File: config.mk
export PLATFORM = sky130hd
export DESIGN_NAME = text_console_cursor_engine
export DESIGN_NICKNAME = d
export VERILOG_FILES = /design/src/design/tcce_pkg.sv /design/src/design/tcce_ctrl.sv /design/src/design/tcce_datapath.sv /design/src/design/text_console_cursor_engine.sv
export VERILOG_INCLUDE_DIRS = /design/src /design/src/design
export SDC_FILE = /design/constraint.sdc
export NUM_CORES = 1
export LEC_CHECK = 0
export ABC_CLOCK_PERIOD_IN_PS = 5250
export BUFFER_PORTS_ARGS = -buffer_cell sky130_fd_sc_hd__buf_2
export CORE_UTILIZATION = 35
export DETAILED_ROUTE_END_ITERATION = 10
export GPL_TIMING_DRIVEN = 1
export MAX_ROUTING_LAYER = met4
export SYNTH_ARGS = -nofsm -noshare
export SYNTH_HDL_FRONTEND = slang
export SYNTH_SLANG_ARGS = --single-unit
File: constraint.sdc
create_clock -name clk -period 5.25 [get_ports clk]
set_input_delay 1.05 -clock clk [delete_from_list [all_inputs] [get_ports clk]]
set_output_delay 1.05 -clock clk [all_outputs]
set_load 0.005 [all_outputs]
File: src/design/text_console_cursor_engine_defines.svh
// Assertion macros shared by the text console cursor engine modules.
`ifndef TEXT_CONSOLE_CURSOR_ENGINE_DEFINES_SVH
`define TEXT_CONSOLE_CURSOR_ENGINE_DEFINES_SVH

// Same-cycle implication, disabled while reset is asserted.
`define TCCE_ASSERT_IMPL(lbl, clk_s, rstn_s, ante, cons, msg) \
  lbl: assert property (@(posedge clk_s) disable iff (!rstn_s) (ante) |-> (cons)) \
    else $error(msg);

// Next-cycle implication, disabled while reset is asserted.
`define TCCE_ASSERT_NEXT(lbl, clk_s, rstn_s, ante, cons, msg) \
  lbl: assert property (@(posedge clk_s) disable iff (!rstn_s) (ante) |=> (cons)) \
    else $error(msg);

`endif

File: src/design/tcce_pkg.sv
// Shared types, codes and constants of the text console cursor engine.
package tcce_pkg;

  // Default geometry.
  localparam int COLUMNS_DEF  = 80;
  localparam int ROWS_DEF     = 25;
  localparam int TAB_STOP_DEF = 8;

  // Fixed field widths.
  localparam int OP_W      = 1;
  localparam int CHAR_W    = 8;
  localparam int POS_W     = 16;
  localparam int IDX_W     = 11;
  localparam int CPOS_W    = 12;
  localparam int ATTR_W    = 8;
  localparam int CFG_IDX_W = 1;
  localparam int CFG_DAT_W = 8;

  // Operation codes.
  localparam logic [OP_W-1:0] OP_PUT_CHAR   = 1'b0;
  localparam logic [OP_W-1:0] OP_SET_CURSOR = 1'b1;

  // Register indexes.
  localparam logic [CFG_IDX_W-1:0] CFG_NORMAL_ATTR = 1'b0;
  localparam logic [CFG_IDX_W-1:0] CFG_TAB_ATTR    = 1'b1;

  // Register reset values.
  localparam logic [ATTR_W-1:0] NORMAL_ATTR_RESET = 8'd10;
  localparam logic [ATTR_W-1:0] TAB_ATTR_RESET    = 8'd15;

  // Character codes with special handling.
  localparam logic [CHAR_W-1:0] CHAR_NEWLINE   = 8'h0A;
  localparam logic [CHAR_W-1:0] CHAR_BACKSPACE = 8'h08;
  localparam logic [CHAR_W-1:0] CHAR_TAB       = 8'h09;
  localparam logic [CHAR_W-1:0] CHAR_SPACE     = 8'h20;

  // Controller states.
  typedef enum logic [2:0] {
    ST_IDLE,
    ST_PLAN,
    ST_DIV,
    ST_LOAD,
    ST_POS,
    ST_SEND
  } tcce_state_t;

  // Commands from the controller to the datapath.
  typedef struct packed {
    logic capture;
    logic plan;
    logic div_step;
    logic load_div;
    logic calc_pos;
    logic send_beat;
  } tcce_cmd_t;

  // Status from the datapath to the controller.
  typedef struct packed {
    logic op_set;
    logic last_beat;
  } tcce_status_t;

endpackage

File: src/design/tcce_ctrl.sv
// Controller state machine of the text console cursor engine.
`include "text_console_cursor_engine_defines.svh"

module tcce_ctrl (
  input  logic                  clk,
  input  logic                  rst_n,
  input  logic                  in_valid,
  output logic                  in_stall,
  output logic                  out_valid,
  input  logic                  out_stall,
  input  tcce_pkg::tcce_status_t status,
  output tcce_pkg::tcce_cmd_t    cmd
);
  import tcce_pkg::*;

  tcce_state_t state_r, state_nxt;

  // State register.
  always_ff @(posedge clk) begin
    if (!rst_n) begin
      state_r <= ST_IDLE;
    end else begin
      state_r <= state_nxt;
    end
  end

  // Next state and commands.
  always_comb begin
    state_nxt     = state_r;
    cmd           = '0;
    in_stall      = 1'b1;
    out_valid     = 1'b0;
    unique case (state_r)
      ST_IDLE: begin
        in_stall    = 1'b0;
        cmd.capture = in_valid;
        if (in_valid) begin
          state_nxt = ST_PLAN;
        end
      end
      ST_PLAN: begin
        cmd.plan  = !status.op_set;
        state_nxt = status.op_set ? ST_DIV : ST_POS;
      end
      ST_DIV: begin
        cmd.div_step = 1'b1;
        state_nxt    = ST_LOAD;
      end
      ST_LOAD: begin
        cmd.load_div = 1'b1;
        state_nxt    = ST_POS;
      end
      ST_POS: begin
        cmd.calc_pos = 1'b1;
        state_nxt    = ST_SEND;
      end
      ST_SEND: begin
        out_valid     = 1'b1;
        cmd.send_beat = !out_stall;
        if (!out_stall && status.last_beat) begin
          state_nxt = ST_IDLE;
        end
      end
      default: begin
        state_nxt = ST_IDLE;
      end
    endcase
  end

  // The quotient cycle is always followed by the cursor load.
  `TCCE_ASSERT_NEXT(a_div_load, clk, rst_n, state_r == ST_DIV,
                    state_r == ST_LOAD, "quotient not followed by the cursor load")
  // Result beats continue until the last one is taken.
  `TCCE_ASSERT_NEXT(a_send_hold, clk, rst_n,
                    state_r == ST_SEND && !(cmd.send_beat && status.last_beat),
                    state_r == ST_SEND, "result sequence ended early")
  // At most one datapath command per cycle.
  `TCCE_ASSERT_IMPL(a_one_cmd, clk, rst_n, 1'b1,
                    $onehot0({cmd.capture, cmd.plan, cmd.div_step, cmd.load_div,
                              cmd.calc_pos, cmd.send_beat}),
                    "several datapath commands at once")

endmodule

File: src/design/tcce_datapath.sv
// Datapath of the text console cursor engine: cursor, divider and result beats.
`include "text_console_cursor_engine_defines.svh"

module tcce_datapath #(
  parameter int COLUMNS  = tcce_pkg::COLUMNS_DEF,
  parameter int ROWS     = tcce_pkg::ROWS_DEF,
  parameter int TAB_STOP = tcce_pkg::TAB_STOP_DEF
) (
  input  logic                           clk,
  input  logic                           rst_n,
  input  tcce_pkg::tcce_cmd_t            cmd,
  output tcce_pkg::tcce_status_t         status,
  input  logic [tcce_pkg::OP_W-1:0]      in_opcode,
  input  logic [tcce_pkg::CHAR_W-1:0]    in_char_code,
  input  logic [tcce_pkg::POS_W-1:0]     in_position,
  input  logic                           cfg_valid,
  input  logic                           cfg_ready,
  input  logic [tcce_pkg::CFG_IDX_W-1:0] cfg_index,
  input  logic [tcce_pkg::CFG_DAT_W-1:0] cfg_data,
  output logic                           out_cell_write,
  output logic [tcce_pkg::IDX_W-1:0]     out_cell_index,
  output logic [tcce_pkg::CHAR_W-1:0]    out_cell_char,
  output logic [tcce_pkg::ATTR_W-1:0]    out_cell_attr,
  output logic [tcce_pkg::CPOS_W-1:0]    out_cursor_pos,
  output logic                           out_last
);
  import tcce_pkg::*;

  // Column reaches COLUMNS after a tab at the row end, so it holds one extra value.
  localparam int COL_W = $clog2(COLUMNS + 1);
  localparam int ROW_W = $clog2(ROWS + 1);
  localparam int CNT_W = $clog2(TAB_STOP + 1);
  localparam int LIN_W = COL_W + ROW_W + 1;

  // Scaled reciprocal of COLUMNS; the quotient is exact for every 16-bit position.
  localparam int RECIP_S = POS_W + $clog2(COLUMNS);
  localparam int RECIP_W = POS_W + 2;
  localparam int PROD_W  = POS_W + RECIP_W;
  localparam logic [RECIP_W-1:0] RECIP_M =
    RECIP_W'((2**RECIP_S + COLUMNS - 1) / COLUMNS);

  localparam logic [COL_W-1:0] COLUMNS_V   = COL_W'(COLUMNS);
  localparam logic [COL_W:0]   COLUMNS_X   = (COL_W + 1)'(COLUMNS);
  localparam logic [POS_W-1:0] COLUMNS_P   = POS_W'(COLUMNS);
  localparam logic [ROW_W-1:0] ROWS_V      = ROW_W'(ROWS);
  localparam logic [POS_W-1:0] ROWS_P      = POS_W'(ROWS);
  localparam logic [LIN_W-1:0] COLUMNS_L   = LIN_W'(COLUMNS);

  // Next tab stop for each column, clipped to the row end.
  typedef logic [COL_W-1:0] tab_tbl_t [2**COL_W];

  function automatic tab_tbl_t build_tab_end();
    tab_tbl_t tbl;
    int       stop;
    for (int i = 0; i < 2**COL_W; i++) begin
      stop = (i / TAB_STOP + 1) * TAB_STOP;
      if (stop > COLUMNS) begin
        stop = COLUMNS;
      end
      tbl[i] = COL_W'(stop);
    end
    return tbl;
  endfunction

  localparam tab_tbl_t TAB_END = build_tab_end();

  // Cursor state and configuration.
  logic [COL_W-1:0]     col_r, col_nxt;
  logic [ROW_W-1:0]     row_r, row_nxt;
  logic [ATTR_W-1:0]    normal_attr_r, normal_attr_nxt;
  logic [ATTR_W-1:0]    tab_attr_r, tab_attr_nxt;
  // Captured item and quotient.
  logic [OP_W-1:0]      op_r, op_nxt;
  logic [CHAR_W-1:0]    ch_r, ch_nxt;
  logic [POS_W-1:0]     pos_r, pos_nxt;
  logic [POS_W-1:0]     quo_r, quo_nxt;
  // Cell write plan and result beat registers.
  logic [COL_W-1:0]     wcol_r, wcol_nxt;
  logic [ROW_W-1:0]     wrow_r, wrow_nxt;
  logic [CHAR_W-1:0]    char_r, char_nxt;
  logic [ATTR_W-1:0]    attr_r, attr_nxt;
  logic                 write_r, write_nxt;
  logic [CNT_W-1:0]     left_r, left_nxt;
  logic [IDX_W-1:0]     cidx_r, cidx_nxt;
  logic [CPOS_W-1:0]    cpos_r, cpos_nxt;

  // Plan of a character item.
  logic                 row_on;
  logic [ROW_W-1:0]     row_adv;
  logic [COL_W:0]       col_inc;
  logic [COL_W-1:0]     tab_end;
  logic [COL_W-1:0]     p_col;
  logic [ROW_W-1:0]     p_row;
  logic [COL_W-1:0]     p_wcol;
  logic [CNT_W-1:0]     p_cnt;
  logic [CHAR_W-1:0]    p_char;
  logic [ATTR_W-1:0]    p_attr;

  // Division by COLUMNS and linear positions.
  logic [PROD_W-1:0]    recip_prod;
  logic [POS_W-1:0]     col_prod;
  logic [POS_W-1:0]     rem_full;
  logic [LIN_W-1:0]     lin_cell;
  logic [LIN_W-1:0]     lin_cursor;

  // Decode of the captured character against the current cursor.
  always_comb begin
    row_on  = row_r < ROWS_V;
    row_adv = row_on ? row_r + ROW_W'(1) : row_r;
    col_inc = {1'b0, col_r} + (COL_W + 1)'(1);
    tab_end = TAB_END[col_r];
    p_col   = col_r;
    p_row   = row_r;
    p_wcol  = col_r;
    p_cnt   = '0;
    p_char  = CHAR_SPACE;
    p_attr  = normal_attr_r;
    unique case (ch_r)
      CHAR_NEWLINE: begin
        p_col = '0;
        p_row = row_adv;
      end
      CHAR_BACKSPACE: begin
        if (col_r != '0) begin
          p_col  = col_r - COL_W'(1);
          p_wcol = col_r - COL_W'(1);
          p_cnt  = row_on ? CNT_W'(1) : '0;
        end
      end
      CHAR_TAB: begin
        p_col  = tab_end;
        p_attr = tab_attr_r;
        p_cnt  = row_on ? CNT_W'(tab_end - col_r) : '0;
      end
      default: begin
        p_char = ch_r;
        p_cnt  = row_on ? CNT_W'(1) : '0;
        if (col_inc >= COLUMNS_X) begin
          p_col = '0;
          p_row = row_adv;
        end else begin
          p_col = col_inc[COL_W-1:0];
        end
      end
    endcase
  end

  // Quotient by reciprocal multiplication; the remainder comes from the stored quotient.
  always_comb begin
    recip_prod = PROD_W'(pos_r) * PROD_W'(RECIP_M);
    col_prod   = quo_r * COLUMNS_P;
    rem_full   = pos_r - col_prod;
  end

  // Linear positions of the first written cell and of the cursor.
  always_comb begin
    lin_cell   = LIN_W'(wcol_r) + LIN_W'(wrow_r) * COLUMNS_L;
    lin_cursor = LIN_W'(col_r) + LIN_W'(row_r) * COLUMNS_L;
  end

  // Next values under the controller's commands.
  always_comb begin
    col_nxt         = col_r;
    row_nxt         = row_r;
    normal_attr_nxt = normal_attr_r;
    tab_attr_nxt    = tab_attr_r;
    op_nxt          = op_r;
    ch_nxt          = ch_r;
    pos_nxt         = pos_r;
    quo_nxt         = quo_r;
    wcol_nxt        = wcol_r;
    wrow_nxt        = wrow_r;
    char_nxt        = char_r;
    attr_nxt        = attr_r;
    write_nxt       = write_r;
    left_nxt        = left_r;
    cidx_nxt        = cidx_r;
    cpos_nxt        = cpos_r;

    if (cmd.capture) begin
      op_nxt  = in_opcode;
      ch_nxt  = in_char_code;
      pos_nxt = in_position;
    end

    if (cmd.div_step) begin
      quo_nxt = POS_W'(recip_prod >> RECIP_S);
    end

    // Set-cursor: remainder is the column, quotient the row, held at one past the screen.
    if (cmd.load_div) begin
      col_nxt   = COL_W'(rem_full);
      row_nxt   = (quo_r > ROWS_P) ? ROWS_V : quo_r[ROW_W-1:0];
      write_nxt = 1'b0;
      left_nxt  = CNT_W'(1);
    end

    if (cmd.plan) begin
      col_nxt   = p_col;
      row_nxt   = p_row;
      wcol_nxt  = p_wcol;
      wrow_nxt  = row_r;
      char_nxt  = p_char;
      attr_nxt  = p_attr;
      write_nxt = p_cnt != '0;
      left_nxt  = (p_cnt == '0) ? CNT_W'(1) : p_cnt;
    end

    if (cmd.calc_pos) begin
      cidx_nxt = IDX_W'(lin_cell);
      cpos_nxt = CPOS_W'(lin_cursor);
    end

    // Tab cells lie side by side in one row, so the index steps by one.
    if (cmd.send_beat) begin
      left_nxt = left_r - CNT_W'(1);
      cidx_nxt = cidx_r + IDX_W'(1);
    end

    if (cfg_valid && cfg_ready) begin
      unique case (cfg_index)
        CFG_NORMAL_ATTR: normal_attr_nxt = cfg_data;
        CFG_TAB_ATTR:    tab_attr_nxt    = cfg_data;
        default: begin
        end
      endcase
    end
  end

  // Control state and configuration.
  always_ff @(posedge clk) begin
    if (!rst_n) begin
      col_r         <= '0;
      row_r         <= '0;
      normal_attr_r <= NORMAL_ATTR_RESET;
      tab_attr_r    <= TAB_ATTR_RESET;
      left_r        <= CNT_W'(1);
    end else begin
      col_r         <= col_nxt;
      row_r         <= row_nxt;
      normal_attr_r <= normal_attr_nxt;
      tab_attr_r    <= tab_attr_nxt;
      left_r        <= left_nxt;
    end
  end

  // Payload registers.
  always_ff @(posedge clk) begin
    op_r    <= op_nxt;
    ch_r    <= ch_nxt;
    pos_r   <= pos_nxt;
    quo_r   <= quo_nxt;
    wcol_r  <= wcol_nxt;
    wrow_r  <= wrow_nxt;
    char_r  <= char_nxt;
    attr_r  <= attr_nxt;
    write_r <= write_nxt;
    cidx_r  <= cidx_nxt;
    cpos_r  <= cpos_nxt;
  end

  // Status to the controller.
  always_comb begin
    status.op_set    = op_r == OP_SET_CURSOR;
    status.last_beat = left_r == CNT_W'(1);
  end

  // Result beat; a beat without a cell carries zeros.
  assign out_cell_write = write_r;
  assign out_cell_index = write_r ? cidx_r : '0;
  assign out_cell_char  = write_r ? char_r : '0;
  assign out_cell_attr  = write_r ? attr_r : '0;
  assign out_cursor_pos = cpos_r;
  assign out_last       = status.last_beat;

  // The cursor never leaves its range.
  `TCCE_ASSERT_IMPL(a_cursor_range, clk, rst_n, 1'b1,
                    row_r <= ROWS_V && col_r <= COLUMNS_V, "cursor out of range")
  // A beat is only taken while results remain.
  `TCCE_ASSERT_IMPL(a_beats_left, clk, rst_n, cmd.send_beat, left_r != '0,
                    "result beat with none left")
  // Consecutive cell writes of one item go to adjacent cells.
  `TCCE_ASSERT_NEXT(a_cell_step, clk, rst_n,
                    cmd.send_beat && !status.last_beat && write_r,
                    cidx_r == $past(cidx_r) + IDX_W'(1), "cell index did not advance")

endmodule

File: src/design/text_console_cursor_engine.sv
// Text console cursor engine, one item at a time: a character item passes through the
// plan and position states before its first beat, then gives one beat per cycle while
// the output does not stall (up to TAB_STOP for a tab); the next item waits for the last beat.
// A set-cursor item passes through the quotient, load and position states before its beat:
// a reciprocal multiply finds the row, and the remainder from it gives the column. Reset
// (rst_n low, synchronous) puts the cursor at 0,0 and loads attributes 10 and 15.
module text_console_cursor_engine #(
  parameter int COLUMNS  = tcce_pkg::COLUMNS_DEF,
  parameter int ROWS     = tcce_pkg::ROWS_DEF,
  parameter int TAB_STOP = tcce_pkg::TAB_STOP_DEF
) (
  input  logic                           clk,
  input  logic                           rst_n,
  input  logic                           in_valid,
  output logic                           in_stall,
  input  logic [tcce_pkg::OP_W-1:0]      in_opcode,
  input  logic [tcce_pkg::CHAR_W-1:0]    in_char_code,
  input  logic [tcce_pkg::POS_W-1:0]     in_position,
  output logic                           out_valid,
  input  logic                           out_stall,
  output logic                           out_cell_write,
  output logic [tcce_pkg::IDX_W-1:0]     out_cell_index,
  output logic [tcce_pkg::CHAR_W-1:0]    out_cell_char,
  output logic [tcce_pkg::ATTR_W-1:0]    out_cell_attr,
  output logic [tcce_pkg::CPOS_W-1:0]    out_cursor_pos,
  output logic                           out_last,
  input  logic                           cfg_valid,
  output logic                           cfg_ready,
  input  logic [tcce_pkg::CFG_IDX_W-1:0] cfg_index,
  input  logic [tcce_pkg::CFG_DAT_W-1:0] cfg_data
);
  import tcce_pkg::*;

  tcce_cmd_t    cmd;
  tcce_status_t status;

  // Register writes are taken in any cycle.
  assign cfg_ready = 1'b1;

  tcce_ctrl u_ctrl (
    .clk       (clk),
    .rst_n     (rst_n),
    .in_valid  (in_valid),
    .in_stall  (in_stall),
    .out_valid (out_valid),
    .out_stall (out_stall),
    .status    (status),
    .cmd       (cmd)
  );

  tcce_datapath #(
    .COLUMNS  (COLUMNS),
    .ROWS     (ROWS),
    .TAB_STOP (TAB_STOP)
  ) u_datapath (
    .clk            (clk),
    .rst_n          (rst_n),
    .cmd            (cmd),
    .status         (status),
    .in_opcode      (in_opcode),
    .in_char_code   (in_char_code),
    .in_position    (in_position),
    .cfg_valid      (cfg_valid),
    .cfg_ready      (cfg_ready),
    .cfg_index      (cfg_index),
    .cfg_data       (cfg_data),
    .out_cell_write (out_cell_write),
    .out_cell_index (out_cell_index),
    .out_cell_char  (out_cell_char),
    .out_cell_attr  (out_cell_attr),
    .out_cursor_pos (out_cursor_pos),
    .out_last       (out_last)
  );

endmodule

### Word-level counts from Yosys, hierarchy flattened

Memory sizes are Yosys's and may differ from the RTL's.
Cells that the tools add are included.

| cells by class | value |
|---|---|
| $add $sub $neg | 9 |
| $mul | 4 |
| $lt $le $gt $ge | 4 |
| equal/unequal tests | 13 |
| mux-type cells | 42 |
| bitwise gates (word level) | 2 |
| reductions and logical operators | 16 |

Operators with widths:

| kind | number |
|---|---|
| $mux W7 | 7 |
| $mux W11 | 3 |
| $mul A16 B16 Y32 const B | 1 |
| $mux W5 | 5 |
| $eq A8 B4 Y1 const B | 3 |
| $mux W4 | 6 |
| $mux W8 | 3 |
| $pmux W7 S3 | 1 |
| $pmux W3 S6 | 1 |
| $add A7 B12 Y12 | 1 |
| $pmux W4 S3 | 1 |
| $add A11 B1 Y11 const B | 1 |
| $add A7 B11 Y11 | 1 |
| $mux W1 | 11 |
| $gt A10 B5 Y1 const B | 1 |
| $mul A10 B3 Y3 const B | 1 |
| $pmux W5 S2 | 1 |
| $mux W3 | 3 |
| $add A7 B1 Y8 const B | 1 |
| $ge A8 B7 Y1 const B | 1 |
| $ge A8 B8 Y1 const B | 1 |
| $mul A5 B3 Y8 const B | 1 |
| $not A7 Y8 | 1 |
| $mul A5 B3 Y7 const B | 1 |
| 26 further kinds | 33 |

| word-level totals | value |
|---|---|
| register bits | 122 |
| memory bits (read-only) | 896 |
| input port bits | 39 |
| output and inout bits | 44 |
| logic and storage cells | 108 |
| memories kept | 1 |

Memory list:

| memory | depth | bits a word | rd ports | clocked after Yosys merged registers in | wr ports | RTL line | text |
|---|---|---|---|---|---|---|---|
| (no name shown) | 128 | 7 | 1 | 0 | 0 | tcce_datapath.sv:111 | `tab_end = TAB_END[col_r];` |

### Logic depth before layout (Yosys ltp)

| depth | value |
|---|---|
| depth after elaboration | 11 |
| depth in mapped cells | 20 |
| gate-level depth less buffers | 20 |

### Hierarchy

From an unflattened synthesis, not the netlist that was laid out.

| unflattened totals | value |
|---|---|
| cells, all modules | 1088 |
| area, all modules | 10797.9 sq um |

By module, submodules not included:

| module | instances | cells an instance | area an instance (sq um) | seq. area each (sq um) |
|---|---|---|---|---|
| tcce_datapath | 1 | 1061 | 10591.4 | 3253.1 |
| tcce_ctrl | 1 | 25 | 195.2 | 60.1 |
| text_console_cursor_engine | 1 | 2 | 11.3 | 0.0 |

### Worst setup path after synthesis

No wires, ideal clock.

| timing | value |
|---|---|
| path kind | register to register |
| start point | register u_datapath.pos_r[6] |
| end point | register u_datapath.quo_r[9], data pin |
| library setup time | 0.135 ns |
| data arrival time | 5.433 ns |
| required time | 5.115 ns |
| path slack | -0.318 ns |
| cell stages (with the launch flop) | 18 |
| buffers on the path | 0 |
| clock period less this slack | 5.568 ns |
| cells stage by stage | edfxtp_1 > ha_1 > inv_1 > fa_1 > inv_1 > fa_1 > fa_1 > fa_1 > inv_1 > fa_1 > inv_1 > ha_1 > nand3_1 > a2111oi_0 > and3_1 > a22oi_2 > or4_1 > nand3_1 |

| between the ends | value |
|---|---|
| longest elaborated chain between the ends | 1 |

RTL lines:

| element | RTL line | text |
|---|---|---|
| start: declaration | tcce_datapath.sv:75 | `logic [POS_W-1:0] pos_r, pos_nxt;` |
| start signal: assignment | tcce_datapath.sv:251 | `pos_r <= pos_nxt;` |
| $mul A16 B16 Y32 | tcce_datapath.sv:150 | `recip_prod = PROD_W'(pos_r) * PROD_W'(RECIP_M);` |
| via u_datapath.recip_prod[32] | tcce_datapath.sv:100 | `logic [PROD_W-1:0] recip_prod;` |
| end signal: assignment | tcce_datapath.sv:252 | `quo_r <= quo_nxt;` |
| end: declaration | tcce_datapath.sv:76 | `logic [POS_W-1:0] quo_r, quo_nxt;` |

The timed path passes the listed nets, and every way through them passes these cells.
A chain may end at the register's enable or synchronous reset.

### Worst setup path in the final report

| timing | value |
|---|---|
| start point | register u_datapath.pos_r[9] |
| end point | register u_datapath.quo_r[4], data pin |

Same word-level chain as after synthesis.

==> flow_summary.toml <==
[placed_design]
place_hpwl_mm = 20.2
io_buffers = 81
gp_congestion = 0.903
dpl.cell_count = 1609

[global_route]
grt_pass1_wl_mm = 40.9
grt.total_usage_pct = 17.2
grt_max_degree = 29
grt_pass1_vias = 8119
antenna_found_initial = 0
gr-total-overflow = 0

[timing]
layout_setup_ws_ps = -1.95
max_slew_margin_pct = 36.3
slew_viol_final = 0
fin_crit_ps = 5250
fin_crit_sh_pct = 100
tightest_slew_ps = 953
rsz0062_at_grt = "true"
finalSetupViolCount = 1
hold_viol = 0
fin_skew_ps = 14.3
fmax_mhz = 190

[pwr]
ir_worst_vdd_mv = 0.661
power_density_nw_per_um2 = 659
p_leak_nw = 6.16

[yosys]
synthDistinctLibCells = 77
synth_cells = 1098
synth_edf_count = 87
synth_seq_area_share_pct = 30.5
synth_top_area_cell = "edfxtp_1"
synth_warnings = 0
synth-async-reset-ratio_pct = 0
postSynthAreaPerCell_um2 = 9.88
syn_nets = 1379
synth_area_um2 = 10800
synth_flop_cell = "edfxtp_1"
yosysTopAreaCellShare_pct = 24.1
synth_seq_cells = 122
synth_area_leaders = "edfxtp_1 24%, ha_1 18%, fa_1 15%, inv_1 7.4%, dfxtp_1 6.5%"

[layout]
final_util_pct = 43.5
antennaDiodeCount = 0
nets = 1534
layout-drive-gt1-share_pct = 21.3
syn_to_final_growth_pct = 22.2
final_cells = 1662

[critical_path]
cpPeakStageDelay_ps = 590
crit_path_max_fanout = 3
path_class = "register to register"
rr_startpoint = "u_datapath.pos_r[9]"
crit_required_ps = 5430
start_kind = "register"
end_kind = "register"
cpMostUsedCell = "fa_1"
ff2ff_setup_slack_ps = -2
path_cells = "buf_4 > ha_4 > fa_1 > fa_1 > inv_1 > fa_1 > inv_1 > fa_1 > ha_4 > ha_4 > buf_4 > o211ai_1 > a2111oi_4 > and3_4 > a22oi_2 > buf_2 > buf_4 > o221a_2"
arrival_ps = 5430
slowest_stage = "fa_1"
reg2reg_depth = 18
crit_start = "u_datapath.pos_r[9]"

[drt]
via_per_inst = 4.85
first_pass_iters = 5
wl_per_cell_um = 15.4
post-route-drc-count = 0
routed_wl_mm = 25.6
drt_iter0_drc = 455
ant_nets = 0
num_vias = 8067

[clock_tree]
cts_root_buf = "clkbuf_16"
cts_max_level = 4
cts_max_path_buffers = 2
cts_hold_buf = 0
clk_latency_ps = 420
clk_pin_slew_ps = 70
cts.sinks = 122
cts_buffers = 17
cts_tree = "yes"

[die]
die_x_um = 178
placement_rows = 64
initial_core_util_pct = 35.6
io_pins = 83
coreArea_um2 = 30500
fp.dieArea_um2 = 31700
chipHeight_um = 178

[outcome]
violations = "setup timing"
status = "finished, violations left"

[run]
timing.max_cap.violations = 0

[min_path]
worstHoldPathType = "register to register"
whs_path_depth = 2
hold_start = "u_datapath.normal_attr_r[0]"
[cell type report]
type	count	area, um^2
inverters	216	811
flip-flops and latches	122	3310
fillers	2878	17200
repair buffers	168	1070
clock buffers	18	429
multi-input cells	728	7010
well taps	396	495
clock inverters	14	135
[final timing paths]
path / endpoint
min: u_datapath.normal_attr_r[0]
max: u_datapath.quo_r[4]
max reg2reg: u_datapath.quo_r[4]
min reg2reg: u_datapath.normal_attr_r[0]
[routing by layer]
layer / track usage [%] / routed length, um / vias up
li1: - / - / 3995
met1: 20.9 / 11400 / 3856
met5: - / 0 / -
met4: 5.84 / 596 / 0
met3: 2.51 / 935 / 32
met2: 29.0 / 12700 / 184
[timing repair]
action,4_1_cts,5_1_grt
endpoints found under the setup margin,7,9
setup buffers,14,7
pin swaps,40,16
gates resized for setup,27,23
[cells in the mapped netlist, types with 7 or more instances]
cell type	count
inv_1	214
ha_1	158
nand2_1	104
edfxtp_1	87
fa_1	84
a21oi_1	42
o21ai_0	38
dfxtp_1	35
nor2_1	35
and2_1	33
xnor2_1	29
nand3_1	26
clkbuf_1	22
xor2_1	18
nor3_1	14
a21o_1	13
nor2b_1	11
a31oi_1	10
nand2b_1	9
and3_1	8
nand4_1	7
[layout by cell type, fill, tap and decap left out, drive strengths merged, types with 3 or more instances in the layout]
cell type | netlist | layout
nand3 | 26 | 26
xor2 | 18 | 18
clkbuf | 22 | 18
a221oi | 5 | 5
and2 | 34 | 34
dfxtp | 35 | 35
edfxtp | 87 | 87
nor3b | 7 | 7
o21ai | 38 | 38
or2 | 4 | 4
nor3 | 15 | 15
o311ai | 4 | 4
ha | 158 | 158
a21oi | 42 | 42
a21o | 13 | 13
nand2 | 104 | 104
or3 | 3 | 3
buf | 9 | 168
nand2b | 9 | 9
nor2b | 11 | 11
nor2 | 35 | 35
fa | 84 | 84
and3 | 8 | 8
inv | 215 | 222
o31ai | 5 | 5
o221ai | 5 | 5
o2111ai | 3 | 3
a221o | 3 | 3
a41oi | 4 | 4
xnor2 | 29 | 29
nand4 | 7 | 7
o22ai | 3 | 3
a211oi | 3 | 3
a2111oi | 3 | 3
a31oi | 10 | 10
clkinv | 1 | 5
[power by group]
part / switching, W / internal (W) / total, W
sequential: 0.0000827 / 0.00122 / 0.00130
combinational: 0.00320 / 0.00308 / 0.00628
clock: 0.000496 / 0.000662 / 0.00116
[registers in the layout, summed over array words and instances, names as in the netlist, 8 cells and up]
| register | flops |
|---|---|
| u_datapath.normal_attr_r | 8 |
| u_datapath.ch_r | 8 |
| u_datapath.cidx_r | 11 |
| u_datapath.out_cursor_pos | 12 |
| u_datapath.char_r | 8 |
| u_datapath.pos_r | 16 |
| u_datapath.quo_r | 10 |
| u_datapath.attr_r | 8 |
| u_datapath.tab_attr_r | 8 |
[critical path, delay by kind of cell (launching register included)]
kind,cells,cell delay [ps]
AO/OA/AOI/OAI,4,690
adder cells (fa/ha/maj),7,2890
buffers and inverters,6,690
flip-flops,1,490
AND/OR/NAND/NOR,1,250
[metrics by stage]
step	TNS [ps]	power, W	hold WS, ps	setup slack [ps]	instance area (um^2)
after floorplan	0	0.00488	437	0.636	11000
after global placement	-753	0.00632	442	-164	12200
after detailed placement	-1250	0.00635	447	-228	12200
after CTS	0	0.00832	455	1.48	13000
after global routing	-835	0.00955	472	-175	13300
final	-1.95	0.00874	456	-1.95	13300
[kinds of logic (layout without fill, tap and decap cells)]
| logic type | Yosys count | after routing | synth area share [%] |
|---|---|---|---|
| simple gates | 273 | 273 | 12.7 |
| xor+xnor | 47 | 47 | 3.79 |
| compound gates | 164 | 164 | 10.2 |
| flops | 122 | 122 | 30.5 |
| fa+ha+maj | 242 | 242 | 33.7 |
| buf+inv | 248 | 416 | 8.89 |
| other cells | 1 | 1 | 0.0346 |
| mux | 1 | 1 | 0.0923 |
No activity file was read; power rests on OpenSTA's default activity.
